## src/sv/assert_macros.svh

```systemverilog
// ----------------------------------------------------------------------------
// Assertion macros
// Shared concurrent assertion wrappers, clocked on clk_i, reset by rst_ni.
// ----------------------------------------------------------------------------
`ifndef ASSERT_MACROS_SVH
`define ASSERT_MACROS_SVH
`ifndef SYNTHESIS
`define MVA_ASSERT(label, prop, msg) \
  label: assert property (@(posedge clk_i) disable iff (!rst_ni) (prop)) else $error(msg);
`define MVA_ASSERT_IMPL(label, pre, post, msg) \
  `MVA_ASSERT(label, (pre) |-> (post), msg)
`else
`define MVA_ASSERT(label, prop, msg)
`define MVA_ASSERT_IMPL(label, pre, post, msg)
`endif
`endif

```

## src/sv/mva_pkg.sv

```systemverilog
// ----------------------------------------------------------------------------
// mva_pkg
// Types and constants of the modular vector ALU.
// ----------------------------------------------------------------------------
`default_nettype none
package mva_pkg;

  localparam int unsigned MagW = 64;
  localparam int unsigned ResW = 33;
  localparam int unsigned ScaleW = 32;
  localparam int unsigned CfgIdxW = 2;
  localparam int unsigned Lanes = 3;

  localparam logic [ResW-1:0] ModReset = 33'd65536;
  localparam logic [ScaleW-1:0] ScaleReset = 32'd1;

  localparam logic [CfgIdxW-1:0] CFG_MODULUS = 2'd0;
  localparam logic [CfgIdxW-1:0] CFG_SCALE = 2'd1;

  // lane order in the remainder chain
  localparam int unsigned LANE_A = 0;
  localparam int unsigned LANE_B = 1;
  localparam int unsigned LANE_S = 2;

  typedef enum logic [2:0] {
    CMD_ADD    = 3'd0,
    CMD_SUB    = 3'd1,
    CMD_NEG    = 3'd2,
    CMD_SMUL   = 3'd3,
    CMD_REDUCE = 3'd4,
    CMD_SIGNED = 3'd5
  } cmd_e;

  typedef struct packed {
    cmd_e cmd;
    logic last;
    logic neg_a;
    logic neg_s;
  } ctl_t;

endpackage
`default_nettype wire

```

## src/sv/mva_rem_cell.sv

```systemverilog
// ----------------------------------------------------------------------------
// mva_rem_cell
// One restoring remainder step on three lanes: shifts in the top magnitude bit.
// ----------------------------------------------------------------------------
`default_nettype none
module mva_rem_cell #(
  parameter int unsigned W = 32
) (
  input  wire logic                                    clk_i,
  input  wire logic                                    rst_ni,
  input  wire logic [W:0]                              q_i,
  input  wire logic                                    valid_i,
  input  wire mva_pkg::ctl_t                           ctl_i,
  input  wire logic [mva_pkg::Lanes-1:0][mva_pkg::MagW-1:0] mag_i,
  input  wire logic [mva_pkg::Lanes-1:0][W-1:0]        rem_i,
  output logic                                         valid_o,
  output mva_pkg::ctl_t                                ctl_o,
  output logic [mva_pkg::Lanes-1:0][mva_pkg::MagW-1:0] mag_o,
  output logic [mva_pkg::Lanes-1:0][W-1:0]             rem_o
);

  logic [mva_pkg::Lanes-1:0][W:0]   t;
  logic [mva_pkg::Lanes-1:0][W-1:0] rem_d;

  always_comb begin
    for (int l = 0; l < mva_pkg::Lanes; l++) begin
      t[l] = {rem_i[l], mag_i[l][mva_pkg::MagW-1]};
      if (t[l] >= q_i) begin
        t[l] = t[l] - q_i;
      end
      rem_d[l] = t[l][W-1:0];
    end
  end

  always_ff @(posedge clk_i or negedge rst_ni) begin
    if (!rst_ni) begin
      valid_o <= 1'b0;
    end else begin
      valid_o <= valid_i;
    end
  end

  always_ff @(posedge clk_i) begin
    ctl_o <= ctl_i;
    rem_o <= rem_d;
    for (int l = 0; l < mva_pkg::Lanes; l++) begin
      mag_o[l] <= {mag_i[l][mva_pkg::MagW-2:0], 1'b0};
    end
  end

endmodule
`default_nettype wire

```

## config.mk

```make
export PLATFORM = sky130hd
export DESIGN_NAME = mva_rem_cell
export DESIGN_NICKNAME = d
export VERILOG_FILES = /design/src/sv/assert_macros.svh /design/src/sv/mva_pkg.sv /design/src/sv/mva_rem_cell.sv
export SDC_FILE = /design/constraint.sdc
export NUM_CORES = 1
export LEC_CHECK = 0
export ABC_AREA = 0
export BUFFER_PORTS_ARGS = -buffer_cell sky130_fd_sc_hd__buf_2
export CAP_MARGIN = 20
export CELL_PAD_IN_SITES_DETAIL_PLACEMENT = 1
export CELL_PAD_IN_SITES_GLOBAL_PLACEMENT = 2
export CORE_AREA = 2 2 244 246
export DETAILED_ROUTE_END_ITERATION = 10
export DIE_AREA = 0 0 246 248
export GPL_TIMING_DRIVEN = 0
export PLACE_DENSITY_LB_ADDON = 0.12
export SYNTH_ARGS = -nofsm -noshare
export SYNTH_HDL_FRONTEND = slang
export SYNTH_SLANG_ARGS = --single-unit
```

## constraint.sdc

```tcl
create_clock -name clk_i -period 0.8 [get_ports clk_i]
set_input_delay 0.24 -clock clk_i [delete_from_list [all_inputs] [get_ports clk_i]]
set_output_delay 0.24 -clock clk_i [all_outputs]
set_load 0.02 [all_outputs]
```

# Yosys cells after proc, flatten, opt, wreduce, memory -nomap -nowiden
# Index checks and enable logic that the tools add are counted.
# op_classes
add_sub_neg	3
magnitude_cmp	3
mux	3
# op_table
op	n
$ge 33x33->1	3
$mux 32	3
$sub 32x32->32	3
# word_totals
reg_bits	292
in_bits	330
out_inout_bits	295
elab_cells	20

# Logic depth before layout (Yosys ltp)
# depth
ltp_word	2
mapped_depth	14
mapped_depth_nobuf	14

# Worst setup path after synthesis
# Ideal clock, no wire load.
# synth_path
path_kind	input port to flip-flop
from	in q_i[1]
to	reg rem_o[86] (netlist name)
setup_ns	0.121
t_arrival_ns	2.917
t_required_ns	0.679
slack_ns	-2.238
stages	13
n_path_buf	1
cell_sequence	inv_1 ha_1 nor2b_1 o31a_1 o21ai_0 nand2b_1 a31oi_1 o21ai_1 a21oi_2 o21ai_1 a31oi_2 buf_2 mux2_2
# synth_rtl
item	line_no	source
start: declaration	mva_rem_cell.sv:11	input wire logic [W:0] q_i,
end signal: assignment	mva_rem_cell.sv:45	rem_o <= rem_d;
end: declaration	mva_rem_cell.sv:19	output logic [mva_pkg::Lanes-1:0][W-1:0] rem_o

==> metrics.txt <==
die height=248 microns; CTS Sinks=292; Max Freq=366 MHz; Max Cap Viol=0; Worst IR Drop VDD=0.00155 V; cell area after synthesis=12300 sq um; initial antenna violation count=15; multi-input logic area=7440 sq um; Total GRT Usage=19.3%; GR Overflow Total=0; Synth Warn #=0; fin util=43.8%; Crit Path Category=in -> reg; Post-Synthesis Cells=1168; CTS tree=done; Post-synth EDFFs=0; register area=6220 sq um; Setup WS pre-CTS=-3000 ps; Sw Ratio=30.9%; initial detailed-routing violation count=340; critical path arrival=3160 ps; Worst Setup SP=q_i[12]; CTS Buf Count=35; Final Hold Fails=0; Worst Tran Pin Value=543 ps; Pre-Repair DR Iteration Count=4; Pleak=11.4 nW; Comb power frac=34.1%; min-delay src=rem_i[77]; Clk pwr share=32.0%; dpl cell area=16800 sq um; Final Wtd Congestion=0.804; vias in the first global route=13700; DRC viols=0; largest net degree at the start of global routing=14; fillers=6390; pins over their slew limit=0; final setup fails=388; H-tree levels=2; number of port buffers=621; Final Non-Filler Cells=3036; Layout Nets=2663; NetSw=15.5 mW; Synth top area share=47.4%; worst-path fanout max=6; Reg clk slew, reported paths=70 ps; Vias=13000; Setup TNS=-294910 ps; first-pass GRT wire length=87500 microns; routed vias/inst=4.29; number of synthesized register bits=292; WHS=24.5 ps; P_int=34.7 mW; Max transition margin=63.5%; Cell Count Post-Placement=2564; asr flop ratio synth=0.342%; RSZ-0062 raised after global routing=yes; failing checks=setup timing; antenna-violating nets left=0; Tot Pwr=50.2 mW; DR WL/cell=21.8 microns; Avg Inst Size Synth=10.5 sq um; critical path required time=1230 ps; fin crit share=341%; CTS max path bufs=3; share of cells above drive strength 1=60.9%; cell taking the most area after synthesis=dfxtp_1; sequential fraction of the synthesis area=47.6%; # IOs=625; Layout area overhead=108%; die area=61000 sq um; post-route minimum period=2730 ps; Reg power frac=33.9%; clock root buffer=clkbuf_16; core area=58500 sq um; Initial Utilization=21.0%; Area contributors post-synth=dfxtp_1 (47%), ha_1 (10%), a21oi_1 (4.6%); outcome=finished with violations; chip width=246 microns; Netlist cell types=77; row count=89; Finished Cell Area=25600 sq um; Worst Hold Class=in -> reg; Detailed Place HPWL=47400 microns; post-layout worst setup margin=-1930 ps; Setup crit end kind=flop; Critical Path Source Type=input port; ys flop type=dfxtp_1; PwrDens=1960 nW/um^2; WL final=66300 microns
-- area by class of cell --
cell class              count  share of cell area [%]
clock buffers              45                    3.69
repair buffers           1034                    36.0
diodes                     10                  0.0978
clock inverters            14                   0.689
inverters                  65                    1.26
well taps                 773                    3.78
multi-input cells         781                    29.1
flip-flops and latches    292                    24.3
plain buffers              22                    1.10
-- final timing paths --
kind,to,cells after the start
max in group asynchronous,valid_o$_DFF_PN0_,3
setup / recovery,rem_o[49]$_DFF_P_,15
hold / removal,rem_o[78]$_DFF_P_,2
min in group asynchronous,valid_o$_DFF_PN0_,3
-- power groups by stage --
stage                     clock network (mW)  logic [mW]  registers, mW
after CTS                               16.5        14.3           16.4
final                                   16.1        17.1           17.0
after detailed placement                   0        11.6           16.7
after floorplan                            0        5.38           18.5
after global placement                     0        11.6           16.6
after global routing                    17.2        18.2           17.1
-- worst max-delay path, cell delays in order --
cell	delay, ps
buf_6	70
clkinvlp_4	160
buf_12	190
ha_4	240
a21oi_4	170
o21bai_1	90
a221oi_2	290
o221a_4	260
a21oi_4	70
a31o_4	260
a221oi_4	290
o211a_4	220
buf_12	150
clkbuf_16	160
mux2_4	300
-- layer usage --
metal / vias up / global-route usage, % / part of all wire (%)
li1: 6279 / - / -
met1: 6248 / 22.6 / 39
met2: 382 / 35.0 / 53
met3: 100 / 4.33 / 6.1
met4: 12 / 5.60 / 2.0
met5: - / 0 / 0.13
-- flip-flops by register name, indices dropped and copies added (netlist names) --
name	cells
ctl_o	6
mag_o	189
valid_o	1
rem_o	96
-- placed cells by master (no fill, tap or decap), types with 5 or more instances in the layout --
master,Yosys,layout
a21o_1,49,48
a21oi_1,112,79
a21oi_2,1,27
a21oi_4,1,8
a31oi_1,13,7
a31oi_4,1,6
buf_12,3,24
buf_2,7,320
buf_4,4,93
buf_6,1,314
buf_8,0,5
clkbuf_1,15,12
clkbuf_16,0,42
clkinvlp_4,0,22
dfxtp_2,0,286
diode_2,0,10
dlygate4sd3_1,0,285
ha_1,99,51
ha_2,0,9
ha_4,0,39
inv_1,65,42
mux2_4,30,73
nand2_1,65,62
nand2b_1,7,7
nand3_1,19,15
nand4_1,19,19
nor2_1,60,44
nor2_4,0,12
nor3_1,13,11
o21a_1,7,7
o21ai_0,47,37
o21ai_1,3,5
o21bai_1,11,10
xnor2_1,52,52
xor2_1,34,34
-- logic make-up after synthesis --
logic type | share of synthesized area (%)
multiplexers | 7.77
AO/OA/AOI/OAI | 15.7
adder cells (fa/ha/maj) | 10.6
AND/OR/NAND/NOR | 8.53
XOR/XNOR | 6.13
buffers and inverters | 3.68
flip-flops | 47.6
other | 0.0305
-- cell usage after synthesis (3+ instances only) --
| cell type | n |
|---|---|
| a211oi_1 | 7 |
| nand2b_1 | 7 |
| a21o_1 | 49 |
| buf_2 | 7 |
| ha_1 | 99 |
| a2111oi_0 | 3 |
| dfxtp_1 | 291 |
| a21oi_1 | 112 |
| nor2_1 | 60 |
| nor4_1 | 4 |
| nand2_1 | 65 |
| mux2_2 | 43 |
| xnor2_1 | 52 |
| inv_1 | 65 |
| nand4_1 | 19 |
| o221ai_1 | 3 |
| and2_1 | 3 |
| a31oi_1 | 13 |
| o21ai_1 | 3 |
| clkbuf_1 | 15 |
| nor3_1 | 13 |
| o31a_1 | 3 |
| o21bai_1 | 11 |
| and3_1 | 5 |
| o21ai_0 | 47 |
| mux2_4 | 30 |
| nand3_1 | 19 |
| o21a_1 | 7 |
| and2b_1 | 3 |
| a31o_2 | 4 |
| xor2_1 | 34 |
| buf_12 | 3 |
| a221oi_1 | 4 |
| fa_1 | 3 |
| buf_4 | 4 |
| nor2b_1 | 6 |
-- what timing repair did --
action / in CTS / in global routing
resized for setup: 182 / 1007
endpoints found under the setup margin: 388 / 388
cloned: 4 / 6
endpoints found under the hold margin: 283 / 1
hold buffers: 284 / 1
pin swaps: 38 / 71
buffers inserted: 67 / 54
No activity file was read; power rests on OpenSTA's default activity.
