## src/sv/assert_macros.svh

```systemverilog
// ----------------------------------------------------------------------------
// Assertion macros
// Shared concurrent assertion wrappers, clocked on clk_i, reset by rst_ni.
// ----------------------------------------------------------------------------
`ifndef ASSERT_MACROS_SVH
`define ASSERT_MACROS_SVH
`ifndef SYNTHESIS
`define MVA_ASSERT(label, prop, msg) \
  label: assert property (@(posedge clk_i) disable iff (!rst_ni) (prop)) else $error(msg);
`define MVA_ASSERT_IMPL(label, pre, post, msg) \
  `MVA_ASSERT(label, (pre) |-> (post), msg)
`else
`define MVA_ASSERT(label, prop, msg)
`define MVA_ASSERT_IMPL(label, pre, post, msg)
`endif
`endif

```

## src/sv/mva_pkg.sv

```systemverilog
// ----------------------------------------------------------------------------
// mva_pkg
// Types and constants of the modular vector ALU.
// ----------------------------------------------------------------------------
`default_nettype none
package mva_pkg;

  localparam int unsigned MagW = 64;
  localparam int unsigned ResW = 33;
  localparam int unsigned ScaleW = 32;
  localparam int unsigned CfgIdxW = 2;
  localparam int unsigned Lanes = 3;

  localparam logic [ResW-1:0] ModReset = 33'd65536;
  localparam logic [ScaleW-1:0] ScaleReset = 32'd1;

  localparam logic [CfgIdxW-1:0] CFG_MODULUS = 2'd0;
  localparam logic [CfgIdxW-1:0] CFG_SCALE = 2'd1;

  // lane order in the remainder chain
  localparam int unsigned LANE_A = 0;
  localparam int unsigned LANE_B = 1;
  localparam int unsigned LANE_S = 2;

  typedef enum logic [2:0] {
    CMD_ADD    = 3'd0,
    CMD_SUB    = 3'd1,
    CMD_NEG    = 3'd2,
    CMD_SMUL   = 3'd3,
    CMD_REDUCE = 3'd4,
    CMD_SIGNED = 3'd5
  } cmd_e;

  typedef struct packed {
    cmd_e cmd;
    logic last;
    logic neg_a;
    logic neg_s;
  } ctl_t;

endpackage
`default_nettype wire

```

## src/sv/mva_mul_cell.sv

```systemverilog
// ----------------------------------------------------------------------------
// mva_mul_cell
// One double-and-add step of a modular multiply, multiplier bit taken MSB first.
// ----------------------------------------------------------------------------
`default_nettype none
module mva_mul_cell #(
  parameter int unsigned W = 32
) (
  input  wire logic          clk_i,
  input  wire logic          rst_ni,
  input  wire logic [W:0]    q_i,
  input  wire logic          valid_i,
  input  wire mva_pkg::ctl_t ctl_i,
  input  wire logic [W-1:0]  x_i,
  input  wire logic [W-1:0]  y_i,
  input  wire logic [W-1:0]  acc_i,
  input  wire logic [W-1:0]  rb_i,
  output logic               valid_o,
  output mva_pkg::ctl_t      ctl_o,
  output logic [W-1:0]       x_o,
  output logic [W-1:0]       y_o,
  output logic [W-1:0]       acc_o,
  output logic [W-1:0]       rb_o
);

  logic [W:0] dbl;
  logic [W:0] sum;

  always_comb begin
    dbl = {acc_i, 1'b0};
    if (dbl >= q_i) begin
      dbl = dbl - q_i;
    end
    sum = dbl;
    if (y_i[W-1]) begin
      sum = {1'b0, dbl[W-1:0]} + {1'b0, x_i};
      if (sum >= q_i) begin
        sum = sum - q_i;
      end
    end
  end

  always_ff @(posedge clk_i or negedge rst_ni) begin
    if (!rst_ni) begin
      valid_o <= 1'b0;
    end else begin
      valid_o <= valid_i;
    end
  end

  always_ff @(posedge clk_i) begin
    ctl_o <= ctl_i;
    x_o   <= x_i;
    y_o   <= {y_i[W-2:0], 1'b0};
    acc_o <= sum[W-1:0];
    rb_o  <= rb_i;
  end

endmodule
`default_nettype wire

```

## config.mk

```make
export PLATFORM = sky130hd
export DESIGN_NAME = mva_mul_cell
export DESIGN_NICKNAME = d
export VERILOG_FILES = /design/src/sv/assert_macros.svh /design/src/sv/mva_pkg.sv /design/src/sv/mva_mul_cell.sv
export SDC_FILE = /design/constraint.sdc
export NUM_CORES = 1
export LEC_CHECK = 0
export BUFFER_PORTS_ARGS = -buffer_cell sky130_fd_sc_hd__buf_2
export CAP_MARGIN = 20
export CORE_AREA = 2 2 132 134
export CTS_CLUSTER_DIAMETER = 30
export CTS_CLUSTER_SIZE = 14
export DETAILED_ROUTE_END_ITERATION = 10
export DIE_AREA = 0 0 134 136
export PLACE_DENSITY_LB_ADDON = 0.25
export REMOVE_ABC_BUFFERS = 1
export SYNTH_ARGS = -nofsm -noshare
export SYNTH_HDL_FRONTEND = slang
export SYNTH_SLANG_ARGS = --single-unit
```

## constraint.sdc

```tcl
create_clock -name clk_i -period 1 [get_ports clk_i]
set_input_delay 0.2 -clock clk_i [delete_from_list [all_inputs] [get_ports clk_i]]
set_output_delay 0.2 -clock clk_i [all_outputs]
set_load 0.01 [all_outputs]
```

==> metrics.txt, run 1 <==
Post-Syn Instances=1064; Failed at=4_1_cts; Yosys Warn Count=0; die width=roughly 130 um; Post-synth ARST share=0.007463; routability cong.=approximately 1; post-synthesis cell area=9306 um2; Port-buffer cells=between 300 and 400; Root Driver=clkbuf_16; Longest Clk Path Bufs=2; hold buffer count at CTS=roughly 100; CTS Buf Count=17; Max H-tree Level=4; # IOs=between 300 and 400; post-cts sizing count=between 200 and 250; top cell type's share of synthesized area=0.2861; post-synth top area cell=dfxtp_1; post-synthesis sequential area ratio=0.2888; Area contributors post-synth=dfxtp_1 (29%), ha_1 (13%), a21oi_1 (5.1%); Log Error=[ERROR DPL-0033] detailed placement checks failed during check placement.; status=did not finish; #FFs+latches synth=around 130; Die H=between 100 and 150 um; Sink Count=around 130; commonest register cell after synthesis=dfxtp_1; Post-CTS Setup Inserts=22; Post-synth EDFFs=0; DP HPWL=between 30000 and 40000 um; post-synth cell types=82; Place WS=-5.865 ns; Rows=48; Avg Cell Area, Syn=slightly below 9 um2; Initial Util=0.5515; dpl cell area=roughly 14000 um2
[synth_stat cells (all sizes together), types with 5 or more instances]
cell / instances
or2: 8
a211oi: 14
o21a: 18
nor2: 57
o211ai: 16
xnor2: 50
nor2b: 13
and3: 12
o21ai: 65
o31ai: 9
nand2b: 7
nor3: 13
nor4: 6
o21bai: 16
a21o: 47
xor2: 30
nand3: 22
mux2: 37
clkbuf: 22
nand4: 14
buf: 16
inv: 58
a31oi: 14
or3: 5
dfxtp: 133
nand2: 81
and2: 7
ha: 98
mux2i: 11
a21oi: 96
[metrics by stage]
step | std cells | hold slack (ns) | setup TNS [ns]
detailed placement | 1945 | -0.02347 | -184.05
global placement | 1945 | -0.02218 | -180.27
floorplan | 1026 | -0.09559 | -187.05
[cell families after synthesis]
| logic type | Yosys count | share of synthesized area |
|---|---|---|
| AO/OA/AOI/OAI | 350 | 0.2626 |
| XOR/XNOR | 80 | 0.07529 |
| adder cells (fa/ha/maj) | 101 | 0.1382 |
| buffers and inverters | 96 | 0.04437 |
| flip-flops | 134 | 0.2888 |
| multiplexers | 48 | 0.05822 |
| other | 1 | 0.0004029 |
| AND/OR/NAND/NOR | 254 | 0.1322 |
==> inputs of run 2 (changes only) <==
CORE_AREA = 2 2 156 158   (was 2 2 132 134)
CTS_CLUSTER_DIAMETER = unset   (was 30)
CTS_CLUSTER_SIZE = unset   (was 14)
DIE_AREA = 0 0 158 160   (was 0 0 134 136)
PLACE_DENSITY_LB_ADDON = 0.15   (was 0.25)
==> run 2 against run 1 <==
Against the previous run:
- the flow now finishes, with violations (setup timing)
- synthesized cell count unchanged
- area after synthesis is the same
==> metrics.txt, run 2 <==
layout cell share with drive strength beyond 1=0.5655; WL/cell=19.79 um; Worst Hold Depth=2; Area contributors post-synth=dfxtp_1 (29%), ha_1 (13%), a21oi_1 (5.1%); Required @ worst endpoint=about 1.3 ns; Placed Instances=2050; first-pass GRT wire length=approximately 64000 um; filler cell count=1720; fin crit share=6.188; Crit Path Class=input pin to flip-flop; most frequent cells in the layout=buf_4 (415), buf_2 (226), dlygate4sd3_1 (99); top flop regs=acc_o (32), rb_o (32), x_o (32); CTS Buf Count=17; DP HPWL=slightly above 30000 um; WP buf/inv=6; peak supply drop=~1500 uV; Rows=between 50 and 60; Worst-path clk slew=about 0.07 ns; Routed Wire Length=between 40000 and 50000 um; Power Total=~41 mW; Crit-path slowest cell=a2111o_1; #FFs+latches synth=134; Slew @ Worst Pin=a little under 0.5 ns; Crit path largest cell delay=~0.49 ns; cell with the most instances after synthesis=dfxtp_1; die area=25280 um2; failing checks=setup timing; Worst path most repeated cell=buf_12; vias in the first global route=approximately 12k; max-slew violations=0; Post-synth EDFFs=0; Yosys Warn Count=0; Initial Util=0.3907; commonest non-fill, non-tap cell in the layout=buf_4; P&R area growth vs syn=92.39%; number of stages on the worst setup path=29; leak pwr=about 8.6 nW; post-synthesis sequential area ratio=0.2888; post-synth top area cell=dfxtp_1; status=complete, but fails checks; Final Critical Period=around 6.2 ns; dpl cell area=between 10000 and 15000 um2; Post-synth ARST share=0.007463; P per Cell Area=roughly 2300 nW/um2; Pre-antenna DRT Iters=5; Root Driver=clkbuf_16; Die H=around 160 um; total congestion overflow=0; Peak Freq=around 160 MHz; RSZ-0062 raised after global routing=yes; post-synth cell types=between 80 and 90; layout net count=2160; largest net degree at the start of global routing=18; Sink Count=between 100 and 150; Max H-tree Level=4; CP Capture Type=flip-flop; routability cong.=about 0.95; routed via count=between 10k and 15k; Sequential Area=about 2800 um2; Avg Cell Area, Syn=8.747 um2; vias per inst=5.272; Port-buffer cells=roughly 300; synth cell count leaders=dfxtp_1 (133), ha_1 (98), a21oi_1 (94), nand2_1 (79), o21ai_0 (60); area of the multi-input gates=7390 um2; post-synthesis cell area=roughly 9300 um2; Layout Cells excl Fill=2228; Worst EP arrival=6.52 ns; commonest register cell after synthesis=dfxtp_1; final hold violations=0; initial antenna violation count=3; hold_ws=roughly 0.031 ns; drc violations=0; max_cap viols=0; # IOs=roughly 310; final worst slack=-5.188 ns; DRT iter0 DRCs=681; # setup viols final=around 170; Longest Clk Path Bufs=2; Total GRT Usage=0.3287; top cell type's share of synthesized area=0.2861; Design Area, Final=17900 um2; TritonCTS clock tree=built; die width=158 um; Post-Syn Instances=around 1.1k; core area=23820 um2; Worst slew margin=0.6712; CP top delay family=compound AO/OA/AOI/OAI gates; CP Launch Type=input pin; Crit Path Max Fanout=7; DRT antenna net count=0; Fin Setup TNS=-172.12 ns; worst hold path class=input pin to flip-flop
-- run 2: cell counts after synthesis --
No cell type changed its count.
-- run 2: what timing repair did --
action	4_1_cts	5_1_grt
gates cloned	4	0
hold buffers	99	0
hold endpoints to repair	99	0
resized for setup	276	152
setup buffers	35	8
pin swaps	94	47
endpoints found under the setup margin	166	166
-- run 2: final cells by class --
class / count / share of cell area
inverters: 58 / 0.01286
flip-flops and latches: 134 / 0.1551
repair buffers: 844 / 0.3635
clock buffers: 17 / 0.02376
diodes: 3 / 0.0004193
clock inverters: 14 / 0.009085
well taps: 324 / 0.02264
multi-input cells: 834 / 0.4127
-- run 2: per-layer routing --
| metal | part of all wire | vias up | GRT usage |
|---|---|---|---|
| met3 | 0.076 | 126 | 0.05536 |
| met4 | 0.047 | 0 | 0.1519 |
| met2 | 0.47 | 521 | 0.5401 |
| li1 | - | 5540 | - |
| met5 | 0 | - | 0 |
| met1 | 0.41 | 5558 | 0.4184 |
-- run 2: final timing paths --
| check | start | to | slack (ns) |
|---|---|---|---|
| max in group asynchronous | rst_ni | valid_o | 0.80 |
| min in group asynchronous | rst_ni | valid_o | 0.09 |
| min | x_i[20] | x_o[20] | 0.03 |
| max | q_i[12] | acc_o[11] | -5.19 |
-- run 2: cell families (layout without fill, tap and decap cells) --
kind of cell,Yosys count,in the layout,share of synthesized area
compound gates,350,350,0.2626
simple gates,254,254,0.1322
flops,134,134,0.2888
fa+ha+maj,101,101,0.1382
buf+inv,96,933,0.04437
xor+xnor,80,80,0.07529
mux,48,48,0.05822
other cells,1,4,0.0004029
-- run 2: report_power, final --
part	leakage [nW]	internal (mW)	switching [mW]
clock	0.276	3.74	3.06
sequential	1.13	6.32	0.437
combinational	7.16	14.2	12.9
-- run 2: stage by stage --
step	util	setup slack (ns)
4_1_cts	0.7227	-4.994
6_report	0.7517	-5.188
5_1_grt	0.7517	-5.402
3_5_place_dp	0.5893	-6.071
2_1_floorplan	-	-6.060
3_3_place_gp	0.5893	-5.918
Note: power is estimated with default switching activity, not from simulation.
==> inputs of run 3 (changes only) <==
CAP_MARGIN = 10   (was 20)
clock period = 5.7 ns   (was 1 ns; I/O delays follow)
==> run 3 against run 2 <==
Against the previous run:
- the run still ends with setup timing left
- design area down 6.7%
- via count fell by 3.5%
- sequential share of layout area is 0.58 points higher
- global-route usage down 1.7 points
- non-clock buffer count decreased by 81
- sequential power is 83% lower
- critical endpoint unchanged
==> metrics.txt, run 3 (synthesis gave the netlist of run 2 again) <==
status=complete, but fails checks; failing checks=setup timing; Required @ worst endpoint=around 6.0 ns; Worst slew margin=0.3662; Longest Clk Path Bufs=2; Peak Freq=141.0 MHz; Crit Path Max Fanout=8; combinational fraction of design power=0.664; vias per inst=approximately 5.3; P per Cell Area=between 400 and 500 nW/um2; drc violations=0; CTS Buf Count=17; fin crit share=1.244; leak pwr=roughly 8 nW; first-pass GRT wire length=roughly 61000 um; vias in the first global route=11.33k; max_cap viols=0; Slew @ Worst Pin=0.9506 ns; Crit path largest cell delay=approximately 0.4 ns; layout cell share with drive strength beyond 1=0.5711; Worst path most repeated cell=o21ai_2; Final Critical Period=7.090 ns; CP Capture Type=flip-flop; top flop regs=acc_o (32), rb_o (32), x_o (32); Die H=160 um; commonest non-fill, non-tap cell in the layout=buf_4; DP HPWL=approximately 30000 um; area of the multi-input gates=about 7500 um2; hold buffer count at CTS=0; Crit-path slowest cell=a2111o_1; WP buf/inv=6; TritonCTS clock tree=built; total congestion overflow=0; max-slew violations=0; Crit Path Class=input pin to flip-flop; core area=~24000 um2; filler cell count=around 1.9k; worst hold path class=input pin to async pin; CP top delay family=compound AO/OA/AOI/OAI gates; Sequential Area=2688 um2; Max H-tree Level=4; Sink Count=around 130; routed via count=around 11k; DRT antenna net count=0; Design Area, Final=around 17000 um2; Power Total=around 7 mW; Port-buffer cells=303; Root Driver=clkbuf_16; P&R area growth vs syn=79.52%; Int Pwr=between 4 and 5 mW; peak supply drop=approximately 220 uV; dpl cell area=about 14000 um2; final hold violations=0; routability cong.=0.9760; Pre-antenna DRT Iters=5; Initial Util=0.3907; Total GRT Usage=0.3115; final design utilization=0.7014; largest net degree at the start of global routing=36; most frequent cells in the layout=buf_4 (433), buf_2 (295), dfxtp_1 (133); Worst-path clk slew=0.07 ns; die width=roughly 160 um; Routed Wire Length=40640 um; Worst EP arrival=roughly 7.4 ns; initial antenna violation count=1; final worst slack=-1.390 ns; RSZ-0062 raised after global routing=yes; sequential share of power=0.163; CP Launch Type=input pin; DRT iter0 DRCs=around 620; WL/cell=between 15 and 20 um; number of stages on the worst setup path=31; Net Sw Power=2.789 mW; Clk pwr share=0.173; die area=about 25000 um2; # IOs=a little over 300; Net Sw Frac=0.4011; # setup viols final=32; layout net count=slightly above 2k; Rows=57
[run 3: layout make-up]
cell class | instances | area share
Multi-Input combinational cell | 834 | 0.4498
Timing Repair Buffer | 763 | 0.3144
Sequential cell | 134 | 0.1609
Clock buffer | 18 | 0.02569
Tap cell | 324 | 0.02426
Inverter | 58 | 0.01363
Clock inverter | 14 | 0.01123
Antenna cell | 1 | 0.0001498
[run 3: per-stage QoR]
step                std cells  hold slack [ns]  setup TNS, ns  worst slack (ns)
floorplan                1026           0.8444         -66.72            -2.300
global placement         2048           0.9371         -65.02            -2.147
detailed placement       2048           0.9366         -67.34            -2.256
CTS                      2134           0.4721         -34.48            -1.148
global route             2146           0.4795         -51.29            -1.695
finish                   2146           0.4867         -41.07            -1.390
[run 3: power by group through the flow]
| stage | sequential [mW] | combinational, mW | clock (mW) |
|---|---|---|---|
| final | 1.13 | 4.62 | 1.20 |
| after global placement | 1.15 | 3.60 | 0 |
| after CTS | 1.13 | 4.36 | 1.23 |
| after detailed placement | 1.15 | 3.62 | 0 |
| after global routing | 1.14 | 4.92 | 1.26 |
| after floorplan | 1.23 | 1.88 | 0 |
[run 3: path summary, 6_finish.rpt]
path | from | endpoint | slack, ns
setup / recovery | q_i[6] | acc_o[11] | -1.39
hold / removal | rst_ni | valid_o | 0.49
max in group asynchronous | rst_ni | valid_o | 5.11
min in group clk_i | y_i[4] | y_o[5] | 0.80
[run 3: timing repair]
item	CTS	global route
endpoints found under the setup margin	32	32
gates resized for setup	257	48
gates cloned	4	0
setup buffers	50	12
pin swaps	76	43
hold endpoints to repair	0	0
[run 3: routing by layer]
layer / wire length [um] / global-route usage
met2: 19070 / 0.5265
met3: 3444 / 0.06811
met4: 1551 / 0.1274
met5: 0 / 0
met1: 16580 / 0.3809
